### src/rtl/rhnc_pkg.sv
// shared types, widths and codes of the rgb extreme-bin noise classifier
// no dependencies; imported by every module of the block
package rhnc_pkg;

	// accumulator widths
	localparam int CNT_W      = 32;
	localparam int SUM_W      = CNT_W + 8;
	localparam int PERMILLE_W = 10;
	localparam int BOUND_W    = 8;
	localparam int SAMPLE_W   = 8;
	localparam int PROD_W     = CNT_W + PERMILLE_W;
	localparam int ALL_W      = SUM_W + 2;
	localparam int NCH        = 3;

	localparam logic [PERMILLE_W-1:0] PERMILLE_SCALE = PERMILLE_W'(1000);
	localparam logic [SAMPLE_W-1:0]   SAMPLE_MIN     = '0;
	localparam logic [SAMPLE_W-1:0]   SAMPLE_MAX     = '1;
	localparam logic [CNT_W-1:0]      CNT_MAX        = '1;
	localparam logic [SUM_W-1:0]      SUM_MAX        = '1;

	// configuration register indexes
	localparam int CFG_IDX_W = 2;
	localparam logic [CFG_IDX_W-1:0] CFG_WEAK   = 2'd0;
	localparam logic [CFG_IDX_W-1:0] CFG_STRONG = 2'd1;
	localparam logic [CFG_IDX_W-1:0] CFG_LOW    = 2'd2;
	localparam logic [CFG_IDX_W-1:0] CFG_HIGH   = 2'd3;

	// verdict codes
	localparam logic [1:0] VERDICT_NONE   = 2'd0;
	localparam logic [1:0] VERDICT_STRONG = 2'd1;
	localparam logic [1:0] VERDICT_WEAK   = 2'd2;

	typedef struct packed {
		logic [PERMILLE_W-1:0] weak_pm;
		logic [PERMILLE_W-1:0] strong_pm;
		logic [BOUND_W-1:0]    low;
		logic [BOUND_W-1:0]    high;
	} cfg_t;

	// accumulator snapshot taken at the end of a sequence
	typedef struct packed {
		logic [NCH-1:0][CNT_W-1:0] dark;
		logic [NCH-1:0][CNT_W-1:0] bright;
		logic [NCH-1:0][SUM_W-1:0] sums;
		logic [CNT_W-1:0]          total;
		logic                      sat;
	} snap_t;

	// scaled values ready for comparison
	typedef struct packed {
		logic [NCH-1:0][PROD_W-1:0] dark_k;
		logic [NCH-1:0][PROD_W-1:0] bright_k;
		logic [PROD_W-1:0]          weak_lim;
		logic [PROD_W-1:0]          strong_lim;
		logic [NCH-1:0][SUM_W-1:0]  sums;
		logic [ALL_W-1:0]           all;
		logic [SUM_W-1:0]           lo_lim;
		logic [SUM_W-1:0]           hi_lim;
		logic [PROD_W-1:0]          lo3_lim;
		logic [PROD_W-1:0]          hi3_lim;
		logic                       sat;
	} prod_t;

endpackage

### src/rtl/rhnc_accum.sv
// input register, saturating per-channel accumulators and end-of-sequence snapshot
// depends on rhnc_pkg
module rhnc_accum (
	input  logic                  clk,
	input  logic                  arst_n,
	input  logic                  in_valid,
	output logic                  in_ready,
	input  logic [7:0]            blue_value,
	input  logic [7:0]            green_value,
	input  logic [7:0]            red_value,
	input  logic                  sequence_end,
	output logic                  snap_valid,
	input  logic                  snap_ready,
	output rhnc_pkg::snap_t       snap
);
	import rhnc_pkg::*;

	logic                         valid_s1;
	logic [NCH-1:0][SAMPLE_W-1:0] px_s1;
	logic                         seq_end_s1;

	logic [NCH-1:0][CNT_W-1:0] dark_q;
	logic [NCH-1:0][CNT_W-1:0] bright_q;
	logic [NCH-1:0][SUM_W-1:0] sums_q;
	logic [CNT_W-1:0]          total_q;
	logic                      sat_q;

	snap_t snap_s2;
	logic  snap_valid_s2;

	snap_t nxt;
	logic  snap_free;
	logic  s1_move;
	logic  dark_hit;
	logic  bright_hit;
	logic  [SUM_W:0] sum_ext;

	// handshake: an end request needs room in the snapshot stage
	assign snap_free = !snap_valid_s2 || snap_ready;
	assign s1_move   = valid_s1 && (!seq_end_s1 || snap_free);
	assign in_ready  = !valid_s1 || s1_move;

	// saturating accumulator update for the request in stage 1
	always_comb begin
		nxt     = '0;
		nxt.sat = sat_q;
		dark_hit   = 1'b0;
		bright_hit = 1'b0;
		sum_ext    = '0;
		for (int c = 0; c < NCH; c++) begin
			dark_hit   = (px_s1[c] == SAMPLE_MIN);
			bright_hit = (px_s1[c] == SAMPLE_MAX);
			nxt.dark[c]   = dark_q[c];
			nxt.bright[c] = bright_q[c];
			if (dark_hit) begin
				if (dark_q[c] == CNT_MAX) nxt.sat = 1'b1;
				else nxt.dark[c] = dark_q[c] + CNT_W'(1);
			end
			if (bright_hit) begin
				if (bright_q[c] == CNT_MAX) nxt.sat = 1'b1;
				else nxt.bright[c] = bright_q[c] + CNT_W'(1);
			end
			sum_ext = {1'b0, sums_q[c]} + (SUM_W + 1)'(px_s1[c]);
			if (sum_ext[SUM_W]) begin
				nxt.sums[c] = SUM_MAX;
				nxt.sat     = 1'b1;
			end else begin
				nxt.sums[c] = sum_ext[SUM_W-1:0];
			end
		end
		if (total_q == CNT_MAX) begin
			nxt.total = CNT_MAX;
			nxt.sat   = 1'b1;
		end else begin
			nxt.total = total_q + CNT_W'(1);
		end
	end

	// stage 1 input register
	always_ff @(posedge clk or negedge arst_n) begin
		if (!arst_n) begin
			valid_s1 <= 1'b0;
		end else if (in_ready) begin
			valid_s1 <= in_valid;
		end
	end

	always_ff @(posedge clk) begin
		if (in_valid && in_ready) begin
			px_s1[0]   <= blue_value;
			px_s1[1]   <= green_value;
			px_s1[2]   <= red_value;
			seq_end_s1 <= sequence_end;
		end
	end

	// accumulators, cleared after the last pixel of a sequence
	always_ff @(posedge clk or negedge arst_n) begin
		if (!arst_n) begin
			dark_q   <= '0;
			bright_q <= '0;
			sums_q   <= '0;
			total_q  <= '0;
			sat_q    <= 1'b0;
		end else if (s1_move) begin
			if (seq_end_s1) begin
				dark_q   <= '0;
				bright_q <= '0;
				sums_q   <= '0;
				total_q  <= '0;
				sat_q    <= 1'b0;
			end else begin
				dark_q   <= nxt.dark;
				bright_q <= nxt.bright;
				sums_q   <= nxt.sums;
				total_q  <= nxt.total;
				sat_q    <= nxt.sat;
			end
		end
	end

	// stage 2 snapshot
	always_ff @(posedge clk or negedge arst_n) begin
		if (!arst_n) begin
			snap_valid_s2 <= 1'b0;
		end else if (snap_free) begin
			snap_valid_s2 <= s1_move && seq_end_s1;
		end
	end

	always_ff @(posedge clk) begin
		if (s1_move && seq_end_s1) begin
			snap_s2 <= nxt;
		end
	end

	assign snap_valid = snap_valid_s2;
	assign snap       = snap_s2;

endmodule

### config.mk
export PLATFORM = sky130hd
export DESIGN_NAME = rhnc_accum
export DESIGN_NICKNAME = d
export VERILOG_FILES = /design/src/rtl/rhnc_pkg.sv /design/src/rtl/rhnc_accum.sv
export SDC_FILE = /design/constraint.sdc
export NUM_CORES = 1
export LEC_CHECK = 0
export BUFFER_PORTS_ARGS = -buffer_cell sky130_fd_sc_hd__buf_2
export CORE_MARGIN = 1.5
export CORE_UTILIZATION = 54
export CTS_CLUSTER_SIZE = 24
export DETAILED_ROUTE_END_ITERATION = 7
export GPL_ROUTABILITY_DRIVEN = 0
export PLACE_DENSITY_LB_ADDON = 0.05
export SYNTH_ARGS = -nofsm -noshare
export SYNTH_HDL_FRONTEND = slang
export SYNTH_SLANG_ARGS = --single-unit
### constraint.sdc
create_clock -name clk -period 11.7 [get_ports clk]
set_input_delay 1.17 -clock clk [delete_from_list [all_inputs] [get_ports clk]]
set_output_delay 1.17 -clock clk [all_outputs]
set_load 0.05 [all_outputs]
==> results.py <==
metrics = {
    "run_status": {
        "outcome": "finished clean",
    },
    "synthesis": {
        "syn_inst": 3485,
        "synth-edff-count": 370,
        "synth.avg_cell_area_um2": 10.5,
        "synth_warnings": 0,
        "synth_ff_type": "edfxtp_1",
        "synthArstFlopShare": 0.484,
        "synth_cell_types": 88,
        "synth_seq_area_share": 0.539,
        "synth_seq_cells": 717,
        "syn-num-nets": 3548,
        "syn_area_mm2": 0.0367,
    },
    "clock_tree": {
        "clockBufferDepth": 3,
        "clkLatencyLatePin_ns": 0.62,
        "clock_tree.root_cell": "clkbuf_16",
        "cts_tree": "built",
        "cts_hold_buffers": 0,
        "post-cts-setup-buffer-count": 0,
        "htree_levels": 3,
        "clock_sinks": 717,
        "clkTransAtPathRegs_ns": 0.06,
        "cts_made_buffers": 76,
        "cts_resized": 0,
    },
    "routing": {
        "wl_per_cell_um": 21.6,
        "drc_errors": 0,
        "routed_wl_um": 101000,
        "vias": 29600,
        "drt_iter0_markers": 2655,
        "ant_nets": 0,
        "via_per_inst": 6.34,
        "first_pass_iters": 7,
    },
    "power_and_ir_drop": {
        "power-per-cell-area_mw_per_mm2": 153,
        "leakage_nw": 17.2,
        "ir_worst_vdd_uv": 116,
    },
    "worst_setup_path": {
        "endpoint_kind": "flop",
        "worst_setup_path_start_kind": "flop",
        "path_class": "flop to flop",
        "cp.required_ns": 11.93,
        "crit_fanout": 123,
        "rr_worst_depth": 4,
        "cp.arrival_ns": 4.88,
    },
    "timing": {
        "setup-tns-final_ns": 0,
        "fmax_mhz": 215,
        "setup_viol": 0,
        "final_period_minus_worst_setup_slack_ns": 4.65,
        "finClkSkew_ns": 0.0253,
        "hold_viol_final": 0,
        "fin_crit_sh": 0.398,
        "worstMarginPinSlew_ns": 1.30,
        "drv_slew": 0,
        "slew_headroom": 0.130,
        "rsz0062_at_grt": "no",
        "finalHoldWorstSlack_ns": 0.515,
        "postLayoutSetupSlackWorst_ns": 7.05,
    },
    "final_layout": {
        "syn_to_final_growth_pct": 13.3,
        "num-nets-final": 3788,
        "nFillCells": 5486,
        "multiInputGateArea_mm2": 0.0157,
        "register_area_mm2": 0.0198,
        "drive_gt1_frac": 0.158,
    },
    "global_routing": {
        "grt_start_max_net_pins": 124,
        "grt_pass1_vias": 28400,
        "grt.total_usage": 0.282,
        "grt_pass1_wl_um": 157000,
        "antenna_found_initial": 1,
        "gr-total-overflow": 0,
    },
    "die": {
        "core_area_mm2": 0.0673,
        "rows": 95,
        "die_y_um": 264,
        "start_util": 0.546,
        "ios": 376,
        "die_x_um": 264,
        "dieArea_mm2": 0.0696,
    },
    "hold_path": {
        "hold_class": "flop to flop",
        "holdPathStages": 1,
    },
    "job": {
        "maxCapViolCount": 0,
    },
    "place": {
        "post-place-ws_ns": 6.52,
        "portBuffers": 375,
        "hpwl_um": 65700,
    },
}
-- kinds of logic (layout without fill, tap and decap cells) --
logic type               count (synthesis)  count (layout)  share of synthesized area
XOR/XNOR                               286             286                     0.0682
other                                    0               1                          0
AND/OR/NAND/NOR                       1201            1201                      0.168
flip-flops                             717             717                      0.539
adder cells (fa/ha/maj)                 34              34                     0.0122
buffers and inverters                  312             614                     0.0347
AO/OA/AOI/OAI                          897             897                      0.167
multiplexers                            38              38                     0.0110
-- per-layer routing --
layer,global-route usage,wire length (um),part of all wire,vias up
met5,0,0,0,-
met1,0.376,42000,0.42,14600
met2,0.454,47900,0.48,1177
met4,0.118,3690,0.037,0
met3,0.0532,7160,0.071,198
li1,-,-,-,13600
-- sequential cells by signal, summed over array words and instances, names as in the netlist --
signal / cells
px_s1: 24
seq_end_s1: 1
dark_q: 96
sums_q: 120
bright_q: 96
snap_valid: 1
valid_s1: 1
sat_q: 1
total_q: 32
snap: 345
-- synth_stat cells (37+ instances only) --
master    number  area (um^2)
a31oi_1      112          701
nor3_1        86          430
a21oi_1      120          601
clkbuf_1     174          653
xor2_1        89          780
xnor2_1      197         1730
dfrtp_1      347         8680
a21o_1        38          285
buf_2         37          185
o31ai_1       79          593
inv_1         70          263
edfxtp_1     370        11100
o21ai_0      231         1160
nand2_1      368         1380
nand4_1      107          669
and2_1        37          231
nor2_1       158          593
a41oi_1       52          455
nand3_1      147          736
and4_1        53          464
a22o_1        68          596
and3_1        98          613
-- worst max-delay path, stage by stage, from the launching register on --
cell	delay, ns
dfrtp_1	0.76
and2_4	0.76
nand2_1	0.71
inv_8	0.86
buf_4	0.97
-- power breakdown --
part	switching, W	internal (W)
clock network	0.00101	0.00155
registers	0.000104	0.00282
logic	0.000655	0.000242
-- through the flow --
stage          instance area [um^2]  std cells  power, W  utilization
5_1_grt                       41600       4661   0.00660        0.618
3_3_place_gp                  39000       4520   0.00383        0.579
3_5_place_dp                  39000       4520   0.00386        0.579
6_report                      41600       4661   0.00638        0.618
4_1_cts                       41600       4660   0.00642        0.618
2_1_floorplan                 36700       3485   0.00362            -
-- path summary, 6_finish.rpt --
kind | start | to | slack (ns)
setup reg to reg | valid_s1 | snap[195] | 7.05
max in group asynchronous | arst_n | bright_q[83] | 9.42
hold / removal | dark_q[12] | dark_q[12] | 0.51
min in group asynchronous | arst_n | sums_q[44] | 0.58
hold reg to reg | dark_q[12] | dark_q[12] | 0.51
setup / recovery | valid_s1 | snap[195] | 7.05
-- cells in the final DEF (no fill, tap or decap), types with 82 or more instances in the layout --
master     netlist  routed
nor2_1         158     156
and3_1          98      98
nand2_1        368     366
nor3_1          86      86
nand4_1        107     107
clkbuf_16        0      82
edfxtp_1       370     370
dfrtp_1        347     347
a31oi_1        112     112
buf_2           37     374
nand3_1        147     147
o21ai_0        231     231
xnor2_1        197     197
xor2_1          89      89
a21oi_1        120     120
-- area by class of cell --
type,count,share of cell area
diodes,1,0.0000601
flip-flops and latches,717,0.476
well taps,873,0.0263
repair buffers,404,0.0506
clock buffers,103,0.0531
clock inverters,37,0.0106
multi-input cells,2456,0.377
inverters,70,0.00650
Power figures use the tool's default switching activity.
