**src/rtl/rhnc_pkg.sv**
```systemverilog
// shared types, widths and codes of the rgb extreme-bin noise classifier
// no dependencies; imported by every module of the block
package rhnc_pkg;

	// accumulator widths
	localparam int CNT_W      = 32;
	localparam int SUM_W      = CNT_W + 8;
	localparam int PERMILLE_W = 10;
	localparam int BOUND_W    = 8;
	localparam int SAMPLE_W   = 8;
	localparam int PROD_W     = CNT_W + PERMILLE_W;
	localparam int ALL_W      = SUM_W + 2;
	localparam int NCH        = 3;

	localparam logic [PERMILLE_W-1:0] PERMILLE_SCALE = PERMILLE_W'(1000);
	localparam logic [SAMPLE_W-1:0]   SAMPLE_MIN     = '0;
	localparam logic [SAMPLE_W-1:0]   SAMPLE_MAX     = '1;
	localparam logic [CNT_W-1:0]      CNT_MAX        = '1;
	localparam logic [SUM_W-1:0]      SUM_MAX        = '1;

	// configuration register indexes
	localparam int CFG_IDX_W = 2;
	localparam logic [CFG_IDX_W-1:0] CFG_WEAK   = 2'd0;
	localparam logic [CFG_IDX_W-1:0] CFG_STRONG = 2'd1;
	localparam logic [CFG_IDX_W-1:0] CFG_LOW    = 2'd2;
	localparam logic [CFG_IDX_W-1:0] CFG_HIGH   = 2'd3;

	// verdict codes
	localparam logic [1:0] VERDICT_NONE   = 2'd0;
	localparam logic [1:0] VERDICT_STRONG = 2'd1;
	localparam logic [1:0] VERDICT_WEAK   = 2'd2;

	typedef struct packed {
		logic [PERMILLE_W-1:0] weak_pm;
		logic [PERMILLE_W-1:0] strong_pm;
		logic [BOUND_W-1:0]    low;
		logic [BOUND_W-1:0]    high;
	} cfg_t;

	// accumulator snapshot taken at the end of a sequence
	typedef struct packed {
		logic [NCH-1:0][CNT_W-1:0] dark;
		logic [NCH-1:0][CNT_W-1:0] bright;
		logic [NCH-1:0][SUM_W-1:0] sums;
		logic [CNT_W-1:0]          total;
		logic                      sat;
	} snap_t;

	// scaled values ready for comparison
	typedef struct packed {
		logic [NCH-1:0][PROD_W-1:0] dark_k;
		logic [NCH-1:0][PROD_W-1:0] bright_k;
		logic [PROD_W-1:0]          weak_lim;
		logic [PROD_W-1:0]          strong_lim;
		logic [NCH-1:0][SUM_W-1:0]  sums;
		logic [ALL_W-1:0]           all;
		logic [SUM_W-1:0]           lo_lim;
		logic [SUM_W-1:0]           hi_lim;
		logic [PROD_W-1:0]          lo3_lim;
		logic [PROD_W-1:0]          hi3_lim;
		logic                       sat;
	} prod_t;

endpackage

```
**src/rtl/rhnc_decide.sv**
```systemverilog
// verdict stage: compares scaled values and holds the result register
// depends on rhnc_pkg
module rhnc_decide (
	input  logic             clk,
	input  logic             arst_n,
	input  logic             prod_valid,
	output logic             prod_ready,
	input  rhnc_pkg::prod_t  prod,
	output logic             out_valid,
	input  logic             out_ready,
	output logic [1:0]       noise_verdict,
	output logic             count_overflow
);
	import rhnc_pkg::*;

	logic       out_valid_q;
	logic [1:0] verdict_q;
	logic       overflow_q;

	logic       weak_ok;
	logic       strong_ok;
	logic       means_ok;
	logic [1:0] verdict;

	assign prod_ready = !out_valid_q || out_ready;

	// strict comparisons on every channel
	always_comb begin
		weak_ok   = 1'b1;
		strong_ok = 1'b1;
		means_ok  = (prod.all > ALL_W'(prod.lo3_lim)) && (prod.all < ALL_W'(prod.hi3_lim));
		for (int c = 0; c < NCH; c++) begin
			if (!(prod.dark_k[c] > prod.weak_lim) || !(prod.bright_k[c] > prod.weak_lim))
				weak_ok = 1'b0;
			if (!(prod.dark_k[c] > prod.strong_lim) || !(prod.bright_k[c] > prod.strong_lim))
				strong_ok = 1'b0;
			if (!(prod.sums[c] > prod.lo_lim) || !(prod.sums[c] < prod.hi_lim))
				means_ok = 1'b0;
		end
		if (weak_ok && means_ok) verdict = strong_ok ? VERDICT_STRONG : VERDICT_WEAK;
		else verdict = VERDICT_NONE;
	end

	// result register
	always_ff @(posedge clk or negedge arst_n) begin
		if (!arst_n) begin
			out_valid_q <= 1'b0;
		end else if (prod_ready) begin
			out_valid_q <= prod_valid;
		end
	end

	always_ff @(posedge clk) begin
		if (prod_valid && prod_ready) begin
			verdict_q  <= verdict;
			overflow_q <= prod.sat;
		end
	end

	assign out_valid      = out_valid_q;
	assign noise_verdict  = verdict_q;
	assign count_overflow = overflow_q;

endmodule

```
**config.mk**
```make
export PLATFORM = sky130hd
export DESIGN_NAME = rhnc_decide
export DESIGN_NICKNAME = d
export VERILOG_FILES = /design/src/rtl/rhnc_pkg.sv /design/src/rtl/rhnc_decide.sv
export SDC_FILE = /design/constraint.sdc
export NUM_CORES = 1
export LEC_CHECK = 0
export BUFFER_PORTS_ARGS = -buffer_cell sky130_fd_sc_hd__buf_2
export CAP_MARGIN = 20
export CORE_AREA = 2 2 263 265
export CTS_CLUSTER_SIZE = 20
export DETAILED_ROUTE_END_ITERATION = 10
export DIE_AREA = 0 0 265 267
export HOLD_SLACK_MARGIN = 0.03
export PLACE_DENSITY = 0.54
export SKIP_LAST_GASP = 1
export SYNTH_ARGS = -nofsm -noshare
export SYNTH_HDL_FRONTEND = slang
export SYNTH_SLANG_ARGS = --single-unit
```
**constraint.sdc**
```tcl
create_clock -name clk -period 1.35 [get_ports clk]
set_input_delay 0.27 -clock clk [delete_from_list [all_inputs] [get_ports clk]]
set_output_delay 0.27 -clock clk [all_outputs]
set_load 0.02 [all_outputs]
```
==> flow_summary.html, run 1 <==
<table>
<tr><th>Metric</th><th>Value</th></tr>
<tr><th colspan="2">Layout</th></tr>
<tr><td>Number of fillers in the final layout</td><td>7046</td></tr>
<tr><td>Leading cell type in the layout, fill and taps excluded</td><td>sky130_fd_sc_hd__ha_1</td></tr>
<tr><td>Final Cell Area</td><td>28940 sq um</td></tr>
<tr><td>Finished Layout Cells</td><td>4633</td></tr>
<tr><td>Area taken by flip-flops and latches</td><td>115.1 sq um</td></tr>
<tr><td>Leading cell types in the layout, fill and taps excluded</td><td>sky130_fd_sc_hd__ha_1, sky130_fd_sc_hd__buf_4, sky130_fd_sc_hd__buf_2</td></tr>
<tr><td>Area of combinational cells with multiple inputs</td><td>17800 sq um</td></tr>
<tr><td>Final layout net count</td><td>5222</td></tr>
<tr><td>Area growth from synthesis to layout</td><td>55.13%</td></tr>
<tr><td>Share of cells above drive strength 1</td><td>0.3834</td></tr>
<tr><th colspan="2">Min path</th></tr>
<tr><td>Min-delay worst type</td><td>in2reg</td></tr>
<tr><th colspan="2">Synthesis</th></tr>
<tr><td>Post-synthesis mux area share</td><td>0</td></tr>
<tr><td>Xor/xnor cell area share of the yosys netlist</td><td>0</td></tr>
<tr><td>Largest family of logic cells by synthesized area</td><td>adder cells</td></tr>
<tr><td>Largest cells by area after synthesis</td><td>sky130_fd_sc_hd__ha_1, sky130_fd_sc_hd__a21oi_1, sky130_fd_sc_hd__a21o_1, sky130_fd_sc_hd__inv_1, sky130_fd_sc_hd__nand4_1</td></tr>
<tr><td>Adder-Cell Fraction of Synth Area</td><td>0.5527</td></tr>
<tr><td>Number of warning messages in the yosys log</td><td>0</td></tr>
<tr><td>Simple logic cell fraction of the synthesized area</td><td>0.1641</td></tr>
<tr><td>Cell count after synthesis</td><td>2353</td></tr>
<tr><td>Share of synthesized area occupied by flip-flops and latches</td><td>0.006171</td></tr>
<tr><td>Mapped Area</td><td>18650 sq um</td></tr>
<tr><td>Share of the synthesized area in the top cell type</td><td>0.5527</td></tr>
<tr><td>EDFF count, synth</td><td>3</td></tr>
<tr><td>Average instance area after synthesis</td><td>7.928 sq um</td></tr>
<tr><td>Cell variety after synth</td><td>60</td></tr>
<tr><td>Area leader, netlist</td><td>sky130_fd_sc_hd__ha_1</td></tr>
<tr><td>Main synth FF type</td><td>sky130_fd_sc_hd__edfxtp_1</td></tr>
<tr><td>Synthesized flop and latch total</td><td>4</td></tr>
<tr><td>Async set or reset register ratio after synthesis</td><td>0.2500</td></tr>
<tr><td>Total nets after synthesis</td><td>3844</td></tr>
<tr><td>Fraction of the mapped netlist area in compound gates</td><td>0.2229</td></tr>
<tr><th colspan="2">Worst setup path</th></tr>
<tr><td>Critical Path Sink Type</td><td>flop</td></tr>
<tr><td>Crit start category</td><td>input port</td></tr>
<tr><td>Start-to-end type of the worst setup path</td><td>in2reg</td></tr>
<tr><td>Crit path largest cell delay</td><td>0.62 ns</td></tr>
<tr><td>Delay-heaviest family, CP</td><td>compound AO/OA/AOI/OAI gates</td></tr>
<tr><td>Buf+Inv Stages, Crit Path</td><td>4</td></tr>
<tr><td>Setup slack on the worst flop-to-flop path</td><td>0.13 ns</td></tr>
<tr><td>Required time of the critical path</td><td>1.35 ns</td></tr>
<tr><td>Data arrival, critical path</td><td>3.07 ns</td></tr>
<tr><td>Critical path, cell by cell</td><td>buf_6, clkinvlp_4, buf_4, ha_1, a21oi_1, nor2_1, a211oi_1, o21ai_0, a221oi_1, buf_4, a22o_1, a221o_1, nor4_2, and3b_1</td></tr>
<tr><td>Critical Path Slowest Stage Cell</td><td>sky130_fd_sc_hd__a221oi_1</td></tr>
<tr><td>CP most frequent cell</td><td>sky130_fd_sc_hd__buf_4</td></tr>
<tr><td>Crit path max fanout</td><td>4</td></tr>
<tr><th colspan="2">Place</th></tr>
<tr><td>Final weighted congestion of routability-driven global placement</td><td>0.9496</td></tr>
<tr><td>DP Wirelength</td><td>87.02 mm</td></tr>
<tr><td>Post-placement worst setup slack</td><td>-2.215 ns</td></tr>
<tr><td>Buffers added on ports</td><td>671</td></tr>
<tr><td>Area of placed instances</td><td>28410 sq um</td></tr>
<tr><td>Cells after DPL</td><td>4592</td></tr>
<tr><th colspan="2">Power and ir drop</th></tr>
<tr><td>Fraction of power spent switching nets</td><td>0.4828</td></tr>
<tr><td>Internal power contribution</td><td>5.124 mW</td></tr>
<tr><td>Share of power burned in registers</td><td>0.014</td></tr>
<tr><td>Leakage power of the design</td><td>16.67 nW</td></tr>
<tr><td>Share of power burned in combinational logic</td><td>0.929</td></tr>
<tr><td>Power density cells</td><td>342.4 nW/um^2</td></tr>
<tr><td>Net switching power of the design</td><td>4.783 mW</td></tr>
<tr><td>Maximum vdd ir drop</td><td>0.3595 mV</td></tr>
<tr><td>Clock power share</td><td>0.056</td></tr>
<tr><th colspan="2">Outcome</th></tr>
<tr><td>Violations in the final reports</td><td>negative setup slack</td></tr>
<tr><td>Outcome</td><td>finished with violations</td></tr>
<tr><th colspan="2">Floorplanning</th></tr>
<tr><td>Die boundary height</td><td>267 microns</td></tr>
<tr><td>Starting utilization of the core area</td><td>0.2744</td></tr>
<tr><td>Horiz. Die Dim</td><td>265 microns</td></tr>
<tr><td>Number of top-level pins</td><td>672</td></tr>
<tr><td>Die Footprint</td><td>70760 sq um</td></tr>
<tr><td>Placement Rows</td><td>96</td></tr>
<tr><td>Core Box Area</td><td>67990 sq um</td></tr>
<tr><th colspan="2">Detailed routing</th></tr>
<tr><td>Number of DRC markers in iteration 0</td><td>1292</td></tr>
<tr><td>Vias</td><td>23276</td></tr>
<tr><td>Routed via count divided by cell count</td><td>5.024</td></tr>
<tr><td>Post-detailed-route wirelength per cell</td><td>20.17 microns</td></tr>
<tr><td>Antenna violation net count after detailed routing</td><td>0</td></tr>
<tr><td>Detailed-route wire length</td><td>93.43 mm</td></tr>
<tr><td>DRC violations left</td><td>0</td></tr>
<tr><td>First drt pass iteration count</td><td>5</td></tr>
<tr><th colspan="2">Run</th></tr>
<tr><td>Max-cap viol count</td><td>0</td></tr>
<tr><th colspan="2">Global route</th></tr>
<tr><td>Via count of the first global-routing pass</td><td>22964</td></tr>
<tr><td>Initial antenna violation count</td><td>32</td></tr>
<tr><td>Overflow after GRT</td><td>0</td></tr>
<tr><td>Global-route wire length before repair</td><td>135.2 mm</td></tr>
<tr><td>All-Layer GR Usage</td><td>0.2526</td></tr>
<tr><td>Pin count of the biggest net entering global routing</td><td>7</td></tr>
<tr><th colspan="2">Timing</th></tr>
<tr><td>Final setup skew</td><td>0.001080 ns</td></tr>
<tr><td>Measured slew at the worst slew-check pin</td><td>0.6404 ns</td></tr>
<tr><td>Final Hold Slack</td><td>0.1988 ns</td></tr>
<tr><td>Max Fclk</td><td>0.3257 GHz</td></tr>
<tr><td>Final worst-path cycle share</td><td>2.274</td></tr>
<tr><td>Clock period minus worst slack</td><td>3.070 ns</td></tr>
<tr><td>Sum of negative setup slack</td><td>-3.415 ns</td></tr>
<tr><td>Number of slew-limit violations in the final report</td><td>0</td></tr>
<tr><td>Max-Slew Margin vs Limit</td><td>0.5731</td></tr>
<tr><td>Setup repair after global routing missed its margin</td><td>true</td></tr>
<tr><td>Setup ws final</td><td>-1.720 ns</td></tr>
<tr><td>Hold violation count in the final report</td><td>0</td></tr>
<tr><td>Count of final setup violators</td><td>2</td></tr>
<tr><th colspan="2">Clock tree</th></tr>
<tr><td>Clock-pin slew on the worst setup and hold paths</td><td>0.04 ns</td></tr>
<tr><td>CTS tree</td><td>built</td></tr>
<tr><td>H-tree level count</td><td>1</td></tr>
<tr><td># clock sinks</td><td>4</td></tr>
<tr><td>Max Buffers Root-to-Sink</td><td>2</td></tr>
<tr><td>Cell at the root of the clock tree</td><td>sky130_fd_sc_hd__clkbuf_16</td></tr>
<tr><td>Number of buffers created by CTS</td><td>3</td></tr>
<tr><td>Insertion delay to the later sink of the worst-skew pair</td><td>0.25 ns</td></tr>
</table>
==> cells in the mapped netlist, types with 7 or more instances <==
cell type and n:
sky130_fd_sc_hd__ha_1 824, sky130_fd_sc_hd__a21oi_1 280, sky130_fd_sc_hd__inv_1 269, sky130_fd_sc_hd__nand4_1 161, sky130_fd_sc_hd__nand2_1 137, sky130_fd_sc_hd__a21o_1 135, sky130_fd_sc_hd__o21ai_0 110, sky130_fd_sc_hd__nor2_1 81
sky130_fd_sc_hd__nand3_1 55, sky130_fd_sc_hd__a211oi_1 41, sky130_fd_sc_hd__nor3_1 31, sky130_fd_sc_hd__nor4_1 29, sky130_fd_sc_hd__nor2b_1 27, sky130_fd_sc_hd__o211ai_1 22, sky130_fd_sc_hd__and4_1 17, sky130_fd_sc_hd__a221oi_1 13
sky130_fd_sc_hd__or4_1 11, sky130_fd_sc_hd__nand2b_1 9, sky130_fd_sc_hd__o22ai_1 9, sky130_fd_sc_hd__o21bai_1 8, sky130_fd_sc_hd__o31ai_1 7
==> per-stage QoR <==
stage / utilization / total power, mW
detailed placement: 0.4178 / 9.120
global placement: 0.4178 / 9.068
finish: 0.4256 / 9.907
CTS: 0.4231 / 9.834
global route: 0.4256 / 11.02
floorplan: - / 4.256
==> power by group through the flow <==
stage               clock, mW  sequential [mW]  combinational (mW)
floorplan                   0            0.151                4.10
global placement            0            0.143                8.92
detailed placement          0            0.143                8.98
CTS                     0.563            0.141                9.13
global route            0.563            0.142                10.3
finish                  0.558            0.141                9.21
==> final timing paths <==
kind,from,to,depth (start not counted)
max,prod[404],noise_verdict[0]$_SDFFCE_PN0P_,14
min reg2reg,out_valid$_DFFE_PN0N_,out_valid$_DFFE_PN0N_,2
min in group asynchronous,arst_n,out_valid$_DFFE_PN0N_,2
max in group asynchronous,arst_n,out_valid$_DFFE_PN0N_,2
max reg2reg,out_valid$_DFFE_PN0N_,noise_verdict[1]$_SDFFCE_PN0P_,2
min,prod[0],count_overflow$_DFFE_PP_,1
==> registers in the layout (all words and copies together) (netlist names) <==
register / flops
noise_verdict: 2
count_overflow: 1
out_valid: 1
==> per-layer routing <==
layer	wire length, microns	part of all wire	track usage
met1	43230	0.46	0.3371
met2	42500	0.45	0.4230
met3	4838	0.052	0.03017
met4	2759	0.030	0.07757
met5	96	0.0010	0
==> area by class of cell <==
cell class                      count  area share
Antenna cell                       21    0.001816
Clock buffer                        4    0.002724
Inverter                          269     0.03541
Multi-Input combinational cell   2080      0.6152
Sequential cell                     4    0.003978
Tap cell                          882     0.03814
Timing Repair Buffer             1373      0.3027
==> repair_timing <==
item | 4_1_cts | 5_1_grt
gates resized for setup | 34 | 16
hold endpoints to repair | 1 | 0
hold buffers | 1 | 0
setup buffers | 9 | 6
pin swaps | 11 | 9
setup endpoints to repair | 2 | 2
==> cells by family after synthesis <==
group / after synthesis
compound gates: 676
fa+ha+maj: 824
buf+inv: 269
flops: 4
simple gates: 580
(Power assumes the default switching activity.)
==> run 2, diff against run 1 <==
GPL_TIMING_DRIVEN = 0   (was default)
clock period = 3.95 ns   (was 1.35 ns; I/O delays follow)
==> run 2 against run 1 <==
- the flow still finishes with violations (negative setup slack)
- utilization shrank 7.7 points
- sequential cell count is the same
- setup slack gained 1.7 ns
- register-to-register slack gained 2.7 ns
- sequential share of layout area grew 0.087 points
==> flow_summary.html, run 2 (same netlist as run 1, synthesis figures left out) <==
<table>
<tr><th>Metric</th><th>Value</th></tr>
<tr><th colspan="2">Floorplanning</th></tr>
<tr><td>Starting utilization of the core area</td><td>0.2744</td></tr>
<tr><td>Core Box Area</td><td>67990 sq um</td></tr>
<tr><td>Die boundary height</td><td>267 microns</td></tr>
<tr><td>Placement Rows</td><td>96</td></tr>
<tr><td>Die Footprint</td><td>70760 sq um</td></tr>
<tr><td>Horiz. Die Dim</td><td>265 microns</td></tr>
<tr><td>Number of top-level pins</td><td>672</td></tr>
<tr><th colspan="2">Timing</th></tr>
<tr><td>Measured slew at the worst slew-check pin</td><td>1.057 ns</td></tr>
<tr><td>Final setup skew</td><td>0.004645 ns</td></tr>
<tr><td>Final Hold Slack</td><td>0.3315 ns</td></tr>
<tr><td>Hold violation count in the final report</td><td>0</td></tr>
<tr><td>Clock period minus worst slack</td><td>4.013 ns</td></tr>
<tr><td>Setup ws final</td><td>-0.06264 ns</td></tr>
<tr><td>Final worst-path cycle share</td><td>1.016</td></tr>
<tr><td>Max Fclk</td><td>0.2492 GHz</td></tr>
<tr><td>Count of final setup violators</td><td>2</td></tr>
<tr><td>Setup repair after global routing missed its margin</td><td>true</td></tr>
<tr><td>Max-Slew Margin vs Limit</td><td>0.2768</td></tr>
<tr><td>Number of slew-limit violations in the final report</td><td>0</td></tr>
<tr><th colspan="2">Worst setup path</th></tr>
<tr><td>Critical path, cell by cell</td><td>buf_2, clkinvlp_4, ha_4, nand4_1, or4_4, or4_4, nor4_4, nor4_2, and4_1, o211ai_1, nor4_4, and3b_2</td></tr>
<tr><td>Crit start category</td><td>input port</td></tr>
<tr><td>Start-to-end type of the worst setup path</td><td>in2reg</td></tr>
<tr><td>Critical Path Sink Type</td><td>flop</td></tr>
<tr><td>Data arrival, critical path</td><td>3.99 ns</td></tr>
<tr><td>Delay-heaviest family, CP</td><td>simple AND/OR/NAND/NOR gates</td></tr>
<tr><td>Number of cells traversed by the worst register-to-register path</td><td>2</td></tr>
<tr><td>Worst path depth</td><td>12</td></tr>
<tr><td>Crit path max fanout</td><td>3</td></tr>
<tr><td>Critical Path Slowest Stage Cell</td><td>sky130_fd_sc_hd__or4_4</td></tr>
<tr><td>Buf+Inv Stages, Crit Path</td><td>2</td></tr>
<tr><td>Crit path largest cell delay</td><td>0.65 ns</td></tr>
<tr><td>Required time of the critical path</td><td>3.92 ns</td></tr>
<tr><td>Setup slack on the worst flop-to-flop path</td><td>2.87 ns</td></tr>
<tr><th colspan="2">Place</th></tr>
<tr><td>Buffers added on ports</td><td>671</td></tr>
<tr><td>DP Wirelength</td><td>79.45 mm</td></tr>
<tr><td>Area of placed instances</td><td>23160 sq um</td></tr>
<tr><td>Final weighted congestion of routability-driven global placement</td><td>0.9266</td></tr>
<tr><th colspan="2">Layout</th></tr>
<tr><td>Area growth from synthesis to layout</td><td>27.16%</td></tr>
<tr><td>Number of flip-flops under the largest register name</td><td>2</td></tr>
<tr><td>Final Cell Area</td><td>23720 sq um</td></tr>
<tr><td>Leading cell type in the layout, fill and taps excluded</td><td>sky130_fd_sc_hd__ha_1</td></tr>
<tr><td>Final layout net count</td><td>4548</td></tr>
<tr><td>Share of cells above drive strength 1</td><td>0.2441</td></tr>
<tr><td>Leading cell types in the layout, fill and taps excluded</td><td>sky130_fd_sc_hd__ha_1, sky130_fd_sc_hd__buf_2, sky130_fd_sc_hd__a21oi_1</td></tr>
<tr><td>End-of-flow core utilization</td><td>0.3489</td></tr>
<tr><th colspan="2">Detailed routing</th></tr>
<tr><td>Routed via count divided by cell count</td><td>5.271</td></tr>
<tr><td>DRC violations left</td><td>0</td></tr>
<tr><td>Antenna violation net count after detailed routing</td><td>0</td></tr>
<tr><td>Post-detailed-route wirelength per cell</td><td>21.91 microns</td></tr>
<tr><td>First drt pass iteration count</td><td>5</td></tr>
<tr><td>Vias</td><td>20879</td></tr>
<tr><td>Number of DRC markers in iteration 0</td><td>1125</td></tr>
<tr><td>Detailed-route wire length</td><td>86.78 mm</td></tr>
<tr><th colspan="2">Global route</th></tr>
<tr><td>Pin count of the biggest net entering global routing</td><td>7</td></tr>
<tr><td>Global Route met2 Usage</td><td>0.3916</td></tr>
<tr><td>Via count of the first global-routing pass</td><td>20073</td></tr>
<tr><td>Met1 global-route usage</td><td>0.3254</td></tr>
<tr><td>Initial antenna violation count</td><td>39</td></tr>
<tr><td>All-Layer GR Usage</td><td>0.2339</td></tr>
<tr><td>Global-route wire length before repair</td><td>125.1 mm</td></tr>
<tr><td>Routing layer with the top usage in global route</td><td>met2</td></tr>
<tr><td>Overflow after GRT</td><td>0</td></tr>
<tr><td>Met3 global-route usage</td><td>0.02814</td></tr>
<tr><th colspan="2">Clock tree</th></tr>
<tr><td>Clock-pin slew on the worst setup and hold paths</td><td>0.04 ns</td></tr>
<tr><td># clock sinks</td><td>4</td></tr>
<tr><td>Insertion delay to the later sink of the worst-skew pair</td><td>0.23 ns</td></tr>
<tr><td>Max Buffers Root-to-Sink</td><td>2</td></tr>
<tr><td>Number of buffers created by CTS</td><td>3</td></tr>
<tr><td>CTS tree</td><td>built</td></tr>
<tr><td>H-tree level count</td><td>1</td></tr>
<tr><td>Cts hold-fix bufs</td><td>0</td></tr>
<tr><td>Cell at the root of the clock tree</td><td>sky130_fd_sc_hd__clkbuf_16</td></tr>
<tr><th colspan="2">Outcome</th></tr>
<tr><td>Violations in the final reports</td><td>negative setup slack</td></tr>
<tr><td>Outcome</td><td>finished with violations</td></tr>
<tr><th colspan="2">Power and ir drop</th></tr>
<tr><td>Clock power share</td><td>0.063</td></tr>
<tr><td>Fraction of power spent switching nets</td><td>0.5364</td></tr>
<tr><td>Internal power contribution</td><td>1.244 mW</td></tr>
<tr><td>Share of power burned in combinational logic</td><td>0.919</td></tr>
<tr><td>Share of power burned in registers</td><td>0.018</td></tr>
<tr><td>Power density cells</td><td>113.1 nW/um^2</td></tr>
<tr><td>Leakage power of the design</td><td>13.39 nW</td></tr>
<tr><td>Maximum vdd ir drop</td><td>0.1762 mV</td></tr>
<tr><td>Tot Pwr</td><td>2.683 mW</td></tr>
<tr><td>Net switching power of the design</td><td>1.439 mW</td></tr>
<tr><th colspan="2">Min path</th></tr>
<tr><td>Min-delay worst type</td><td>in2async</td></tr>
<tr><th colspan="2">Run</th></tr>
<tr><td>Max-cap viol count</td><td>0</td></tr>
</table>
run 2: routing by layer:
metal	routed length [microns]	vias up
met5	140	-
met4	1360	22
met3	4779	89
met2	39450	643
met1	41040	9571
li1	-	10554
run 2: final timing paths:
path                                            start                              to
max in group asynchronous                      arst_n           out_valid$_DFFE_PN0N_
worst min-delay path                           arst_n           out_valid$_DFFE_PN0N_
min in group clk                out_valid$_DFFE_PN0N_           out_valid$_DFFE_PN0N_
worst max-delay path                        prod[404]  noise_verdict[0]$_SDFFCE_PN0P_
worst min register to register  out_valid$_DFFE_PN0N_           out_valid$_DFFE_PN0N_
worst max register to register  out_valid$_DFFE_PN0N_        count_overflow$_DFFE_PP_
run 2: layout make-up:
type                       instances  area (sq um)
fill                            7318         44260
multi-input combinational       2080         17750
timing repair buffer             699          3580
tap                              882          1104
inverter                         269          1032
sequential                         4         115.1
clock buffer                       4         78.83
antenna                           23         57.56
run 2: per-stage QoR:
stage,setup slack [ns],setup TNS (ns),std cells
2_1_floorplan,0.6278,0,2353
3_3_place_gp,-1.626,-3.167,3906
3_5_place_dp,-0.8956,-1.774,3912
4_1_cts,-0.1296,-0.2247,3926
5_1_grt,-0.2359,-0.4625,3959
6_report,-0.06264,-0.08769,3961
run 2: worst reg2reg max path: stages, from the launching register on:
cell                       delay [ns]
sky130_fd_sc_hd__dfrtp_1         0.36
sky130_fd_sc_hd__nand2b_1        0.10
sky130_fd_sc_hd__and2_1          0.29
run 2: power groups by stage:
stage / clock network [mW] / registers, mW / logic, mW
CTS: 0.170 / 0.0493 / 2.43
floorplan: 0 / 0.0517 / 1.40
global placement: 0 / 0.0499 / 2.37
detailed placement: 0 / 0.0499 / 2.39
finish: 0.168 / 0.0491 / 2.47
global route: 0.172 / 0.0493 / 2.80
run 2: what timing repair did:
| action | CTS | global route |
|---|---|---|
| endpoints found under the setup margin | 2 | 2 |
| pin swaps | 6 | 17 |
| setup buffers | 10 | 13 |
| resized for setup | 21 | 19 |
==> run 3, diff against run 2 <==
CELL_PAD_IN_SITES_DETAIL_PLACEMENT = 1   (was default)
CELL_PAD_IN_SITES_GLOBAL_PLACEMENT = 1   (was default)
CORE_AREA = 3 3 257 259   (was 2 2 263 265)
DIE_AREA = 0 0 260 262   (was 0 0 265 267)
PLACE_DENSITY = 0.73   (was 0.54)
==> run 3 against run 2 <==
- the flow now finishes without violations
- sequential cell count is the same
- cell area fell by 0.10%
- register-to-register slack improved by 0.11 ns
- via count increased by 3.4%
- non-clock buffer count rose by 1
- setup slack gained 0.089 ns
- largest cell class unchanged
- critical path depth rose by 2
- global-route usage is 2.0 points higher
- sequential power shrank 1%
- first-iteration DRC count is essentially flat
==> flow_summary.html, run 3 (same netlist as run 1, synthesis figures left out) <==
<table>
<tr><th>Metric</th><th>Value</th></tr>
<tr><th colspan="2">Timing</th></tr>
<tr><td>Count of final setup violators</td><td>0</td></tr>
<tr><td>Final setup skew</td><td>0.001597 ns</td></tr>
<tr><td>Hold violation count in the final report</td><td>0</td></tr>
<tr><td>Setup repair after global routing missed its margin</td><td>true</td></tr>
<tr><td>Clock period minus worst slack</td><td>3.924 ns</td></tr>
<tr><td>Measured slew at the worst slew-check pin</td><td>1.025 ns</td></tr>
<tr><td>Max Fclk</td><td>0.2549 GHz</td></tr>
<tr><td>Final Hold Slack</td><td>0.3547 ns</td></tr>
<tr><td>Max-Slew Margin vs Limit</td><td>0.2992</td></tr>
<tr><td>Final worst-path cycle share</td><td>0.9933</td></tr>
<tr><td>Setup ws final</td><td>0.02643 ns</td></tr>
<tr><td>Number of slew-limit violations in the final report</td><td>0</td></tr>
<tr><th colspan="2">Worst setup path</th></tr>
<tr><td>Required time of the critical path</td><td>4.00 ns</td></tr>
<tr><td>Data arrival, critical path</td><td>3.98 ns</td></tr>
<tr><td>Start-to-end type of the worst setup path</td><td>in2reg</td></tr>
<tr><td>Crit start category</td><td>input port</td></tr>
<tr><td>Critical Path Sink Type</td><td>flop</td></tr>
<tr><td>Crit path max fanout</td><td>5</td></tr>
<tr><th colspan="2">Detailed routing</th></tr>
<tr><td>DRC violations left</td><td>0</td></tr>
<tr><td>Post-detailed-route wirelength per cell</td><td>23.43 microns</td></tr>
<tr><td>Antenna violation net count after detailed routing</td><td>0</td></tr>
<tr><td>Routed via count divided by cell count</td><td>5.466</td></tr>
<tr><td>First drt pass iteration count</td><td>5</td></tr>
<tr><td>Number of DRC markers in iteration 0</td><td>1126</td></tr>
<tr><td>Detailed-route wire length</td><td>92.54 mm</td></tr>
<tr><td>Vias</td><td>21591</td></tr>
<tr><th colspan="2">Min path</th></tr>
<tr><td>Min-delay worst type</td><td>in2async</td></tr>
<tr><th colspan="2">Power and ir drop</th></tr>
<tr><td>Share of power burned in registers</td><td>0.018</td></tr>
<tr><td>Leakage power of the design</td><td>13.43 nW</td></tr>
<tr><td>Fraction of power spent switching nets</td><td>0.5418</td></tr>
<tr><td>Internal power contribution</td><td>1.258 mW</td></tr>
<tr><td>Net switching power of the design</td><td>1.487 mW</td></tr>
<tr><td>Share of power burned in combinational logic</td><td>0.923</td></tr>
<tr><td>Power density cells</td><td>115.8 nW/um^2</td></tr>
<tr><td>Clock power share</td><td>0.059</td></tr>
<tr><td>Maximum vdd ir drop</td><td>0.09923 mV</td></tr>
<tr><th colspan="2">Global route</th></tr>
<tr><td>All-Layer GR Usage</td><td>0.2537</td></tr>
<tr><td>Via count of the first global-routing pass</td><td>21679</td></tr>
<tr><td>Initial antenna violation count</td><td>45</td></tr>
<tr><td>Global-route wire length before repair</td><td>130.7 mm</td></tr>
<tr><td>Overflow after GRT</td><td>0</td></tr>
<tr><td>Pin count of the biggest net entering global routing</td><td>7</td></tr>
<tr><th colspan="2">Clock tree</th></tr>
<tr><td>Number of buffers created by CTS</td><td>3</td></tr>
<tr><td>Cell at the root of the clock tree</td><td>sky130_fd_sc_hd__clkbuf_16</td></tr>
<tr><td>Cts hold-fix bufs</td><td>0</td></tr>
<tr><td>CTS tree</td><td>built</td></tr>
<tr><td>Max Buffers Root-to-Sink</td><td>2</td></tr>
<tr><td>Insertion delay to the later sink of the worst-skew pair</td><td>0.22 ns</td></tr>
<tr><td># clock sinks</td><td>4</td></tr>
<tr><td>Clock-pin slew on the worst setup and hold paths</td><td>0.03 ns</td></tr>
<tr><td>H-tree level count</td><td>1</td></tr>
<tr><th colspan="2">Layout</th></tr>
<tr><td>Number of flip-flops under the largest register name</td><td>2</td></tr>
<tr><td>Area growth from synthesis to layout</td><td>27.04%</td></tr>
<tr><td>Leading cell types in the layout, fill and taps excluded</td><td>sky130_fd_sc_hd__ha_1, sky130_fd_sc_hd__buf_2, sky130_fd_sc_hd__a21oi_1</td></tr>
<tr><td>Final Cell Area</td><td>23700 sq um</td></tr>
<tr><td>Leading cell type in the layout, fill and taps excluded</td><td>sky130_fd_sc_hd__ha_1</td></tr>
<tr><td>Number of fillers in the final layout</td><td>8140</td></tr>
<tr><td>Final layout net count</td><td>4549</td></tr>
<tr><td>Share of cells above drive strength 1</td><td>0.2430</td></tr>
<tr><th colspan="2">Outcome</th></tr>
<tr><td>Outcome</td><td>completed</td></tr>
<tr><th colspan="2">Floorplanning</th></tr>
<tr><td>Placement Rows</td><td>93</td></tr>
<tr><td>Horiz. Die Dim</td><td>260 microns</td></tr>
<tr><td>Die boundary height</td><td>262 microns</td></tr>
<tr><td>Die Footprint</td><td>68120 sq um</td></tr>
<tr><td>Core Box Area</td><td>64120 sq um</td></tr>
<tr><td>Starting utilization of the core area</td><td>0.2909</td></tr>
<tr><td>Number of top-level pins</td><td>672</td></tr>
<tr><th colspan="2">Place</th></tr>
<tr><td>Final weighted congestion of routability-driven global placement</td><td>0.9209</td></tr>
<tr><td>Area of placed instances</td><td>23110 sq um</td></tr>
<tr><td>Buffers added on ports</td><td>671</td></tr>
<tr><td>DP Wirelength</td><td>84.33 mm</td></tr>
<tr><td>Post-placement worst setup slack</td><td>-1.402 ns</td></tr>
<tr><th colspan="2">Run</th></tr>
<tr><td>Max-cap viol count</td><td>0</td></tr>
</table>
## run 3: path summary, 6_finish.rpt
path                                             from                        endpoint  slack [ns]  cells after the start
worst max-delay path                        prod[394]  noise_verdict[1]$_SDFFCE_PN0P_        0.03                     14
worst min-delay path                           arst_n           out_valid$_DFFE_PN0N_        0.35                      1
worst max register to register  out_valid$_DFFE_PN0N_  noise_verdict[0]$_SDFFCE_PN0P_        2.98                      2
worst min register to register  out_valid$_DFFE_PN0N_           out_valid$_DFFE_PN0N_        0.52                      2
max in group asynchronous                      arst_n           out_valid$_DFFE_PN0N_        3.49                      1
min in group clk                out_valid$_DFFE_PN0N_           out_valid$_DFFE_PN0N_        0.52                      2
## run 3: cell type report
type / count / area [sq um] / share of cell area
sequential: 4 / 115.1 / 0.004857
inverter: 269 / 1032 / 0.04356
antenna: 38 / 95.09 / 0.004013
clock buffer: 4 / 78.83 / 0.003326
tap: 855 / 1070 / 0.04514
multi-input combinational: 2080 / 17730 / 0.7481
timing repair buffer: 700 / 3578 / 0.1510
## run 3: stage by stage
stage               cells  utilization  TNS [ns]  total power [mW]
floorplan            2353            -         0             1.452
global placement     3879       0.3600    -2.855             2.423
detailed placement   3884       0.3605    -2.734             2.497
CTS                  3895       0.3648         0             2.696
global route         3938       0.3691   -0.2140             3.080
finish               3950       0.3696         0             2.745
## run 3: metal layers
metal / global-route usage / vias up / wire (microns)
met1: 0.3409 / 10246 / 41790
met4: 0.08128 / 10 / 2545
met5: 0 / - / 63
met3: 0.04019 / 130 / 5845
li1: - / 10514 / -
met2: 0.4139 / 691 / 42290
## run 3: worst max-delay path, stage by stage
cell	delay, ns
sky130_fd_sc_hd__buf_2	0.11
sky130_fd_sc_hd__clkinvlp_4	0.15
sky130_fd_sc_hd__ha_1	0.34
sky130_fd_sc_hd__nand4_1	0.20
sky130_fd_sc_hd__or2_1	0.31
sky130_fd_sc_hd__nor4_2	0.28
sky130_fd_sc_hd__buf_4	0.20
sky130_fd_sc_hd__o221a_2	0.27
sky130_fd_sc_hd__o41ai_2	0.12
sky130_fd_sc_hd__a22o_1	0.30
sky130_fd_sc_hd__a221o_1	0.29
sky130_fd_sc_hd__nor4_2	0.24
sky130_fd_sc_hd__buf_4	0.16
sky130_fd_sc_hd__nor3b_4	0.21
## run 3: power groups by stage
stage	Combinational [mW]	Sequential [mW]	Clock (mW)
floorplan	1.40	0.0517	0
global placement	2.37	0.0491	0
detailed placement	2.45	0.0490	0
finish	2.53	0.0485	0.163
global route	2.86	0.0486	0.171
CTS	2.48	0.0485	0.166
## run 3: repair_timing
item,CTS,global route
setup buffers,7,17
gates resized for setup,22,13
pin swaps,11,8
endpoints found under the setup margin,2,2
